**src/hw/rtl/chs_pkg.sv**
```systemverilog
// Shared types and constants for the clocked serial host slave.
`default_nettype none

package chs_pkg;

  // Item modes
  localparam logic [1:0] MODE_EDGE = 2'd0;
  localparam logic [1:0] MODE_TICK = 2'd1;
  localparam logic [1:0] MODE_LOAD = 2'd2;
  localparam logic [1:0] MODE_TAKE = 2'd3;

  // Configuration register map
  localparam int unsigned CFG_ADDR_W = 3;
  localparam logic REG_TIMEOUT  = 1'b0;
  localparam logic REG_TICK_SAT = 1'b1;

  localparam logic [7:0] TIMEOUT_RESET  = 8'd10;
  localparam logic [7:0] TICK_SAT_RESET = 8'd255;

  // Request framing
  localparam logic [2:0] TOP_BIT      = 3'd7;
  localparam logic [7:0] READ_COMMAND = 8'd1;

  typedef struct packed {
    logic [1:0] mode;
    logic       data_bit;
    logic [3:0] resp_index;
    logic [7:0] resp_byte;
  } chs_in_t;

  typedef struct packed {
    logic       data_out;
    logic       idle;
    logic       request_ready;
    logic       taken;
    logic [7:0] backlight_byte;
    logic [7:0] settings_byte;
  } chs_out_t;

  typedef struct packed {
    logic [7:0] timeout_ticks;
    logic [7:0] tick_saturation;
  } chs_cfg_t;

endpackage

`default_nettype wire

```
**src/hw/rtl/chs_link.sv**
```systemverilog
// Link state of the serial slave: receive shifter, response transmitter, timeout.
`default_nettype none

module chs_link
  import chs_pkg::*;
#(
  parameter int unsigned RESPONSE_BYTES = 4
) (
  input  logic     clk_i,
  input  logic     rst_ni,
  input  logic     step_i,
  input  chs_in_t  item_i,
  input  chs_cfg_t cfg_i,
  output chs_out_t res_o
);

  localparam int unsigned TxIdxW = (RESPONSE_BYTES > 1) ? $clog2(RESPONSE_BYTES) : 1;

  logic [7:0]        req_q [2];
  logic [7:0]        req_d [2];
  logic [2:0]        rx_bit_q, rx_bit_d;
  logic              rx_byte_q, rx_byte_d;
  logic              ready_q, ready_d;
  logic              read_q, read_d;
  logic              idle_q, idle_d;
  logic [7:0]        tick_q, tick_d;
  logic [7:0]        resp_q [RESPONSE_BYTES];
  logic [2:0]        tx_bit_q, tx_bit_d;
  logic [TxIdxW-1:0] tx_byte_q, tx_byte_d;
  logic              level_q, level_d;

  logic [7:0] shifted;
  logic [2:0] rx_bit_inc;
  logic [7:0] tick_inc;
  logic [7:0] tx_byte_val;
  logic       load_en;
  logic       taken;
  logic [7:0] first_byte, second_byte;

  // Decode a response load that lands inside the table
  assign load_en = step_i && (item_i.mode == MODE_LOAD)
                   && ({1'b0, item_i.resp_index} < 5'(RESPONSE_BYTES));

  assign shifted     = {req_q[rx_byte_q][6:0], item_i.data_bit};
  assign rx_bit_inc  = rx_bit_q + 3'd1;
  assign tick_inc    = (tick_q < cfg_i.tick_saturation) ? tick_q + 8'd1 : tick_q;
  assign tx_byte_val = resp_q[tx_byte_q];

  // Work out the next link state for one item
  always_comb begin
    req_d       = req_q;
    rx_bit_d    = rx_bit_q;
    rx_byte_d   = rx_byte_q;
    ready_d     = ready_q;
    read_d      = read_q;
    idle_d      = idle_q;
    tick_d      = tick_q;
    tx_bit_d    = tx_bit_q;
    tx_byte_d   = tx_byte_q;
    level_d     = level_q;
    taken       = 1'b0;
    first_byte  = 8'd0;
    second_byte = 8'd0;

    unique case (item_i.mode)
      MODE_EDGE: begin
        tick_d = 8'd0;
        idle_d = 1'b0;
        if (!read_q) begin
          if (rx_bit_inc == 3'd1 && shifted == READ_COMMAND) begin
            // Read command: drop the byte and start sending
            req_d[rx_byte_q] = 8'd0;
            read_d           = 1'b1;
            rx_bit_d         = 3'd0;
            rx_byte_d        = 1'b0;
          end else begin
            req_d[rx_byte_q] = shifted;
            rx_bit_d         = rx_bit_inc;
            if (rx_bit_inc == 3'd0) begin
              if (rx_byte_q) begin
                rx_byte_d = 1'b0;
                ready_d   = 1'b1;
                idle_d    = 1'b1;
              end else begin
                rx_byte_d = 1'b1;
              end
            end
          end
        end else begin
          // Drive the next response bit, MSB first
          level_d = tx_byte_val[TOP_BIT - tx_bit_q];
          if (tx_bit_q == TOP_BIT) begin
            tx_bit_d = 3'd0;
            if (tx_byte_q == TxIdxW'(RESPONSE_BYTES - 1)) begin
              tx_byte_d = '0;
              read_d    = 1'b0;
              idle_d    = 1'b1;
            end else begin
              tx_byte_d = tx_byte_q + TxIdxW'(1);
            end
          end else begin
            tx_bit_d = tx_bit_q + 3'd1;
          end
        end
      end
      MODE_TICK: begin
        tick_d = tick_inc;
        if (tick_inc == cfg_i.timeout_ticks) begin
          // Abandon the transfer, keep the ready flag and line level
          rx_bit_d  = 3'd0;
          rx_byte_d = 1'b0;
          tick_d    = 8'd0;
          read_d    = 1'b0;
          idle_d    = 1'b1;
          tx_bit_d  = 3'd0;
          tx_byte_d = '0;
          req_d[0]  = 8'd0;
          req_d[1]  = 8'd0;
        end
      end
      MODE_LOAD: begin
        // Table write handled by the response store below
      end
      MODE_TAKE: begin
        if (ready_q) begin
          taken       = 1'b1;
          first_byte  = req_q[0];
          second_byte = req_q[1];
          req_d[0]    = 8'd0;
          req_d[1]    = 8'd0;
          ready_d     = 1'b0;
        end
      end
      default: begin
      end
    endcase
  end

  // Advance the link state on each processed item
  always_ff @(posedge clk_i or negedge rst_ni) begin
    if (!rst_ni) begin
      req_q[0]  <= 8'd0;
      req_q[1]  <= 8'd0;
      rx_bit_q  <= 3'd0;
      rx_byte_q <= 1'b0;
      ready_q   <= 1'b0;
      read_q    <= 1'b0;
      idle_q    <= 1'b1;
      tick_q    <= 8'd0;
      tx_bit_q  <= 3'd0;
      tx_byte_q <= '0;
      level_q   <= 1'b0;
    end else if (step_i) begin
      req_q     <= req_d;
      rx_bit_q  <= rx_bit_d;
      rx_byte_q <= rx_byte_d;
      ready_q   <= ready_d;
      read_q    <= read_d;
      idle_q    <= idle_d;
      tick_q    <= tick_d;
      tx_bit_q  <= tx_bit_d;
      tx_byte_q <= tx_byte_d;
      level_q   <= level_d;
    end
  end

  // Hold the response bytes loaded by software
  always_ff @(posedge clk_i or negedge rst_ni) begin
    if (!rst_ni) begin
      for (int i = 0; i < RESPONSE_BYTES; i++) begin
        resp_q[i] <= 8'd0;
      end
    end else if (load_en) begin
      resp_q[item_i.resp_index[TxIdxW-1:0]] <= item_i.resp_byte;
    end
  end

  // Result of this item, sampled after the update
  always_comb begin
    res_o.data_out       = level_d;
    res_o.idle           = idle_d;
    res_o.request_ready  = ready_d;
    res_o.taken          = taken;
    res_o.backlight_byte = first_byte;
    res_o.settings_byte  = second_byte;
  end

endmodule

`default_nettype wire

```
**src/hw/rtl/clocked_serial_host_slave.sv**
```systemverilog
// Top level of the clocked serial host slave: handshakes, registers, link core.
//
//   channel  | direction | handshake                 | payload
//   ---------+-----------+---------------------------+-----------
//   in       | input     | in_valid_i / in_stall_o   | chs_in_t
//   out      | output    | out_valid_o / out_stall_i | chs_out_t
//   config   | input     | psel, penable, pwrite     | pwdata[7:0]
//
// One item per cycle while the output is not stalled; a result passes from the input
// register through the link update into the result register.
// Reset is asynchronous and active low; it restores all link state, the valid flags
// and the configuration registers, but not the item payload registers.
// A stalled result holds; one further item waits in the input register meanwhile.
`default_nettype none

module clocked_serial_host_slave
  import chs_pkg::*;
#(
  parameter int unsigned RESPONSE_BYTES = 4
) (
  input  logic                  clk_i,
  input  logic                  rst_ni,
  input  logic                  in_valid_i,
  output logic                  in_stall_o,
  input  chs_in_t               in_item_i,
  output logic                  out_valid_o,
  input  logic                  out_stall_i,
  output chs_out_t              out_item_o,
  input  logic                  psel,
  input  logic                  penable,
  input  logic                  pwrite,
  input  logic [CFG_ADDR_W-1:0] paddr,
  input  logic [31:0]           pwdata,
  output logic [31:0]           prdata,
  output logic                  pready
);

  logic     s1_valid_q;
  chs_in_t  s1_item_q;
  logic     out_valid_q;
  chs_out_t out_item_q;
  chs_out_t link_res;
  chs_cfg_t cfg_q;
  logic     fire;
  logic     in_accept;
  logic     cfg_write;
  logic     reg_index;

  // Process the held item when the result register is free or draining
  assign fire      = s1_valid_q && (!out_valid_q || !out_stall_i);
  assign in_stall_o = s1_valid_q && !fire;
  assign in_accept  = in_valid_i && !in_stall_o;

  // Input register
  always_ff @(posedge clk_i or negedge rst_ni) begin
    if (!rst_ni) begin
      s1_valid_q <= 1'b0;
    end else begin
      s1_valid_q <= in_accept || (s1_valid_q && !fire);
    end
  end

  always_ff @(posedge clk_i) begin
    if (in_accept) begin
      s1_item_q <= in_item_i;
    end
  end

  chs_link #(
    .RESPONSE_BYTES(RESPONSE_BYTES)
  ) u_link (
    .clk_i (clk_i),
    .rst_ni(rst_ni),
    .step_i(fire),
    .item_i(s1_item_q),
    .cfg_i (cfg_q),
    .res_o (link_res)
  );

  // Result register
  always_ff @(posedge clk_i or negedge rst_ni) begin
    if (!rst_ni) begin
      out_valid_q <= 1'b0;
    end else begin
      out_valid_q <= fire || (out_valid_q && out_stall_i);
    end
  end

  always_ff @(posedge clk_i) begin
    if (fire) begin
      out_item_q <= link_res;
    end
  end

  assign out_valid_o = out_valid_q;
  assign out_item_o  = out_item_q;

  // Configuration registers
  assign pready    = 1'b1;
  assign cfg_write = psel && penable && pwrite && pready;
  assign reg_index = paddr[2];

  always_ff @(posedge clk_i or negedge rst_ni) begin
    if (!rst_ni) begin
      cfg_q.timeout_ticks   <= TIMEOUT_RESET;
      cfg_q.tick_saturation <= TICK_SAT_RESET;
    end else if (cfg_write) begin
      unique case (reg_index)
        REG_TIMEOUT:  cfg_q.timeout_ticks   <= pwdata[7:0];
        REG_TICK_SAT: cfg_q.tick_saturation <= pwdata[7:0];
        default: begin
        end
      endcase
    end
  end

  // Read back
  always_comb begin
    unique case (reg_index)
      REG_TIMEOUT:  prdata = {24'd0, cfg_q.timeout_ticks};
      REG_TICK_SAT: prdata = {24'd0, cfg_q.tick_saturation};
      default:      prdata = 32'd0;
    endcase
  end

endmodule

`default_nettype wire

```
**config.mk**
```make
export PLATFORM = sky130hd
export DESIGN_NAME = clocked_serial_host_slave
export DESIGN_NICKNAME = d
export VERILOG_FILES = /design/src/hw/rtl/chs_pkg.sv /design/src/hw/rtl/chs_link.sv /design/src/hw/rtl/clocked_serial_host_slave.sv
export SDC_FILE = /design/constraint.sdc
export NUM_CORES = 1
export LEC_CHECK = 0
export BUFFER_PORTS_ARGS = -buffer_cell sky130_fd_sc_hd__buf_2
export CAP_MARGIN = 20
export CORE_MARGIN = 1
export CORE_UTILIZATION = 50
export DETAILED_ROUTE_END_ITERATION = 7
export GPL_TIMING_DRIVEN = 0
export PLACE_DENSITY = 0.73
export SLEW_MARGIN = 10
export SYNTH_ARGS = -nofsm -noshare
export SYNTH_HDL_FRONTEND = slang
export SYNTH_SLANG_ARGS = --single-unit
export TNS_END_PERCENT = 100
```
**constraint.sdc**
```tcl
create_clock -name clk_i -period 3.5 [get_ports clk_i]
set_input_delay 0.175 -clock clk_i [delete_from_list [all_inputs] [get_ports clk_i]]
set_output_delay 0.175 -clock clk_i [all_outputs]
set_load 0.02 [all_outputs]
```
# Word-level counts from Yosys, hierarchy flattened

Cells that the tools add are included.

Flip-flop bits (word level): 122
Output and inout bits: 55

$add $sub $neg: 5
$lt $le $gt $ge: 8
Equality and inequality tests: 14
Mux-type cells: 62
Bitwise gates (word level): 6
Reduce and logical (&&, ||, !) cells: 32

Operators by type and width:

| operator                                                                | count |
|---|---|
| 16-bit two-way mux                                                      | 4 |
| 32-bit case mux with 2 select lines                                     | 1 |
| 8-bit two-way mux                                                       | 6 |
| 16-bit case mux with 3 select lines                                     | 1 |
| 32-bit bitwise mux                                                      | 1 |
| 1-bit two-way mux                                                       | 24 |
| 7-bit two-way mux                                                       | 3 |
| 16-bit AND                                                              | 1 |
| 8-bit binary-select mux with 2-bit select                               | 1 |
| 16-bit bitwise mux                                                      | 1 |
| 8-bit demux with 2-bit select                                           | 1 |
| 16-bit inverter                                                         | 1 |
| 8-bit case mux with 2 select lines                                      | 1 |
| 3-bit two-way mux                                                       | 5 |
| 5-bit AND reduction                                                     | 3 |
| 3-bit case mux with 2 select lines                                      | 2 |
| 1-bit logical AND                                                       | 11 |
| 8-bit by 1-bit adder with 8-bit output, second input constant           | 1 |
| 8-bit demux with 1-bit select                                           | 1 |
| 8-bit by 1-bit == test with 1-bit output, second input constant         | 1 |
| 8-bit == test                                                           | 1 |
| 8-bit less-than comparator                                              | 1 |
| 2-bit two-way mux                                                       | 4 |
| 2-bit by 1-bit inequality test with 1-bit output, second input constant | 4 |
| other kinds (30)                                                        | 47 |

# Longest topological paths before layout

Depth after elaboration: 10
Gate-level depth with buffers: 11
Mapped depth without buffers: 9

# Modules after synthesis

Synthesis repeated with hierarchy kept, for this count alone.

Cells, all modules: 539
Area total of the unflattened synthesis: 6,376.1 um^2

By module, submodules not included:

| module                    | instances | cells each | area an instance (um^2) | seq. area each (um^2) |
|---|---|---|---|---|
| chs_link                  | 1         | 426        | 4,304.1                 | 1,727.9 |
| clocked_serial_host_slave | 1         | 113        | 2,072.0                 | 1,514.0 |

# Worst setup path after synthesis

No wires, ideal clock.

Path kind: register -> register
Start: register cfg_q[2] in the netlist's numbering
End: register u_link.tick_q[0]
Setup time: 0.068 ns
Data arrival time: 2.645 ns
Data required time: 3.432 ns
Setup slack: 0.788 ns
Cell stages (with the launch flop): 11
Path buffers: 1
Clock period less this slack: 2.712 ns
Cell sequence: dfstp_2 inv_1 ha_1 a211o_1 a31oi_1 o31ai_1 clkbuf_1 a31oi_1 a32oi_4 nor3_1 mux2_2

Longest elaborated chain between the ends: 5

Ends and longest elaborated chain:

| element                                | RTL line                        | RTL |
|---|---|---|
| start, declared                        | clocked_serial_host_slave.sv:43 | `chs_cfg_t cfg_q;` |
| 8-bit less-than comparator (*)         | chs_link.sv:46                  | `assign tick_inc = (tick_q < cfg_i.tick_saturation) ? tick_q + 8'd1 : tick_q;` |
| 8-bit two-way mux (*)                  | chs_link.sv:46                  |  |
| 8-bit == test                          | chs_link.sv:108                 | `if (tick_inc == cfg_i.timeout_ticks) begin` |
| 8-bit two-way mux (*)                  | chs_link.sv:108                 |  |
| 8-bit case mux with 2 select lines (*) | chs_link.sv:65                  | `unique case (item_i.mode)` |
| end signal, assigned                   | chs_link.sv:160                 | `tick_q <= tick_d;` |
| end, declared                          | chs_link.sv:26                  | `logic [7:0] tick_q, tick_d;` |

Mark *: on every way between the ends. The rest lies on a longest branch, timed or not.
A chain may end at the register's enable or synchronous reset.

# Worst setup path in the final report

Start: register cfg_q[2] in the netlist's numbering
End: register u_link.tx_bit_q[2]

Longest elaborated chain between the ends: 5

Ends and longest elaborated chain:

| element                                                    | RTL line        | RTL |
|---|---|---|
| 8-bit less-than comparator                                 | chs_link.sv:46  |  |
| 8-bit two-way mux                                          | chs_link.sv:46  |  |
| 8-bit == test                                              | chs_link.sv:108 |  |
| 2-bit by 1-bit inequality test with 1-bit output (no line) | --              |  |
| 4-bit AND reduction (no line)                              | --              |  |
| end signal, assigned                                       | chs_link.sv:161 | `tx_bit_q <= tx_bit_d;` |
| end, declared                                              | chs_link.sv:28  | `logic [2:0] tx_bit_q, tx_bit_d;` |

No other way between the ends.

==> flow_summary.toml <==
[timing]
tightest_slew_ns = 0.927
max_freq_mhz = 309
setup-tns-final_ns = 0
max-slew-margin-rel_pct = 37.8
skew_ns = 0.0122
period_share_pct = 92.5
drv_slew = 0
final-hold-violation-count = 0
period_minus_slack_ns = 3.24
finalSetupViolCount = 0
rsz0062_at_grt = "false"

[drt]
vias = 4095
wl_met1_um = 4880
drt_iter0_markers = 177
first_pass_iters = 6
wirelength_um = 11400
post_drt_wl_per_cell_um = 15.0
highest_layer = "met4"
route.met2.wl_um = 5810
wl_met3_um = 520
ant_nets = 0
drc = 17
vias_per_cell = 5.40

[synth]
synth.area.top_cells = "dfrtp_1 (32%), edfxtp_1 (18%), mux2_2 (11%)"
postSynthAreaPerCell_um2 = 12.5
synthFlopType = "dfrtp_1"
synth_compound_area_share_pct = 9.41
synth_fa_ha_area_share_pct = 3.76
netlist.top_cell.by_area = "dfrtp_1"
synth-seq-area-share_pct = 54.2
yosys-mux-area-fraction_pct = 14.8
synth_top_family_by_area = "multiplexers"
synth_cell_types = 49
yosysWarnings = 0
ys_ff_latch = 122
synth-simple-area-share_pct = 10.1
synth_area_mm2 = 0.00599
synth_edf_count = 35
synth_xor_area_share_pct = 2.19
synthArstFlopShare_pct = 71.3
synthCells = 477
synth_top_area_share_pct = 31.8

[die]
die_area_mm2 = 0.0124
die-width_um = 111
design.portCount = 112
row_count = 39
die_h_um = 111
core_mm2 = 0.0116
start_util_pct = 51.8

[global_route]
overflow = 0
grt_pass1_vias = 4128
antenna_found_initial = 0
grt_pass1_wl_um = 19200
grt_max_degree = 68
grt_use_total_pct = 19.8

[critical_path]
critPathCaptureType = "flop"
r2r_end = "u_link.tx_bit_q[2]"
crit_arrival_ns = 3.54
crit_required_ns = 3.80
r2r_setup_slack_ns = 0.26
critPathMostFrequentCell = "a31oi_1"
cpPeakStageDelay_ns = 0.54
slowest_stage = "dfstp_2"
worstSetupPathType = "flop to flop"
regToRegStartpoint = "cfg_q[2]"
path_cells = "inv_1 -> ha_1 -> a211o_1 -> a31oi_1 -> o31ai_1 -> clkbuf_1 -> a31oi_1 -> a32oi_4 -> buf_6 -> o211ai_1 -> a22o_1"
crit_fanout = 10
reg2reg_depth = 11
crit_path_start_kind = "flop"

[outcome]
status = "finished, violations left"
violations = "design-rule violations"

[worst_hold_path]
hp-start = "pwdata[6]"
hp-class = "input pin to flop"
min_to = "cfg_q[6]"
hold_depth = 2

[finish]
final_core_util_pct = 63.5
syn2layout_area_growth_pct = 22.7
nNetsFinal = 677
design_area_mm2 = 0.00734
n_antenna_cell = 0
final_layout_size_suffix_gt1_share_pct = 32.4

[power]
peakVddDrop_mv = 0.396
powerDensity_mw_per_mm2 = 624
leakage_uw = 0.00347

[clock_tree]
post-cts-setup-buffer-count = 0
clockBufferDepth = 2
cts_tree = "yes"
ctsHtreeMaxLevel = 4
clock-sinks = 122
path_clk_slew_ns = 0.05
clockRootBuffer = "clkbuf_16"
cts_made_buffers = 17
worstSkewPairLatency_ns = 0.42

[placed_design]
io_buffers = 59
gp_congestion = 0.802
dp_hpwl_um = 7850
place_area_mm2 = 0.00658

[flow_run]
maxCapViolations = 0
logic make-up after synthesis:
logic type / after synthesis
flops: 122
simple gates: 118
compound gates: 74
mux: 69
buf+inv: 59
fa+ha+maj: 18
xor+xnor: 15
other cells: 2
power breakdown:
| part | switching, µW | total (µW) | leakage, µW | internal (µW) |
|---|---|---|---|---|
| logic | 564 | 1090 | 0.00174 | 524 |
| clock network | 617 | 1580 | 0.000264 | 965 |
| registers | 189 | 1910 | 0.00147 | 1720 |
cells in the final DEF (no fill, tap or decap), types with 5 or more instances in the layout:
cell	instances
inv_1	16
clkbuf_1	16
nand2_1	21
dfstp_2	11
conb_1	25
and3_1	20
edfxtp_1	35
nand3_1	17
nor2b_1	5
buf_2	60
a31oi_1	8
mux2_2	58
o21ai_0	12
a22o_1	26
xnor2_1	8
ha_1	18
nor3_1	5
clkbuf_16	17
nor4_1	7
nor2_1	27
mux4_2	10
clkinv_2	6
dlygate4sd3_1	22
a21oi_1	8
buf_4	26
xor2_1	7
dfrtp_1	76
area by class of cell:
| class | instances | area [µm²] |
|---|---|---|
| Fill cell | 903 | 4220 |
| Buffer | 42 | 260 |
| Clock buffer | 19 | 433 |
| Multi-Input combinational cell | 319 | 2510 |
| Inverter | 17 | 63.8 |
| Clock inverter | 13 | 105 |
| Sequential cell | 122 | 3240 |
| Tap cell | 143 | 179 |
| Timing Repair Buffer | 83 | 551 |
sequential cells by signal, indices dropped and copies added, names as in the netlist, 3 cells and up:
signal,cells
u_link.resp_q,32
cfg_q,16
u_link.tick_q,8
u_link.req_q,16
out_item_o,20
u_link.rx_bit_q,3
u_link.tx_bit_q,3
s1_item_q,15
critical path: cells and delay by family (launching register included):
kind / cells / cell delay [ns]
AOI/OAI and AO/OA: 7 / 1.63
buffers and inverters: 3 / 0.66
DFF: 1 / 0.54
adders and majority gates: 1 / 0.30
stage by stage:
| step | setup WS, ns | std cells | hold slack (ns) | power [µW] |
|---|---|---|---|---|
| 2_1_floorplan | 0.788 | 500 | -0.121 | 2710 |
| 3_3_place_gp | 0.307 | 702 | 0.353 | 2950 |
| 3_5_place_dp | 0.186 | 704 | 0.0877 | 3000 |
| 4_1_cts | 0.176 | 758 | 0.000722 | 4610 |
| 5_1_grt | 0.0966 | 758 | 0.00698 | 4810 |
| 6_report | 0.261 | 758 | 0.0125 | 4580 |
synthesized netlist by cell type, types with 3 or more instances:
cell	number
nor2_1	27
nor3_1	6
nand3_1	17
buf_4	25
nor4_1	7
a21oi_1	8
edfxtp_1	35
a22o_1	26
nand2b_1	4
a211o_1	3
mux4_2	10
mux2_2	58
o21ai_0	12
and3_1	20
a31oi_1	8
a21o_1	3
dfrtp_1	76
ha_1	18
inv_1	16
clkbuf_1	14
nor2b_1	5
nand2_1	21
o211ai_1	3
xnor2_1	8
dfstp_2	11
xor2_1	7
worst max-delay path by stage:
stage | from | end | slack, ns | cells past startpoint
2_1_floorplan | cfg_q[2] | u_link.tick_q[0] | 0.79 | 10
3_3_place_gp | cfg_q[2] | u_link.tick_q[0] | 0.31 | 10
3_5_place_dp | cfg_q[2] | u_link.tick_q[0] | 0.19 | 10
4_1_cts | cfg_q[2] | u_link.tick_q[0] | 0.18 | 10
5_1_grt | cfg_q[2] | u_link.tx_bit_q[2] | 0.1 | 11
6_report | cfg_q[2] | u_link.tx_bit_q[2] | 0.26 | 11
per-layer routing:
| layer | track usage, % | vias up |
|---|---|---|
| met1 | 23.6 | 2014 |
| met2 | 33.8 | 100 |
| met3 | 5.77 | 13 |
| li1 | - | 1968 |
| met4 | 7.75 | 0 |
| met5 | 0 | - |
timing repair:
action,4_1_cts,5_1_grt
endpoints found under the setup margin,0,2
gates resized for setup,0,1
hold buffers,22,0
hold endpoints to repair,44,0
No activity file was read; power rests on OpenSTA's default activity.
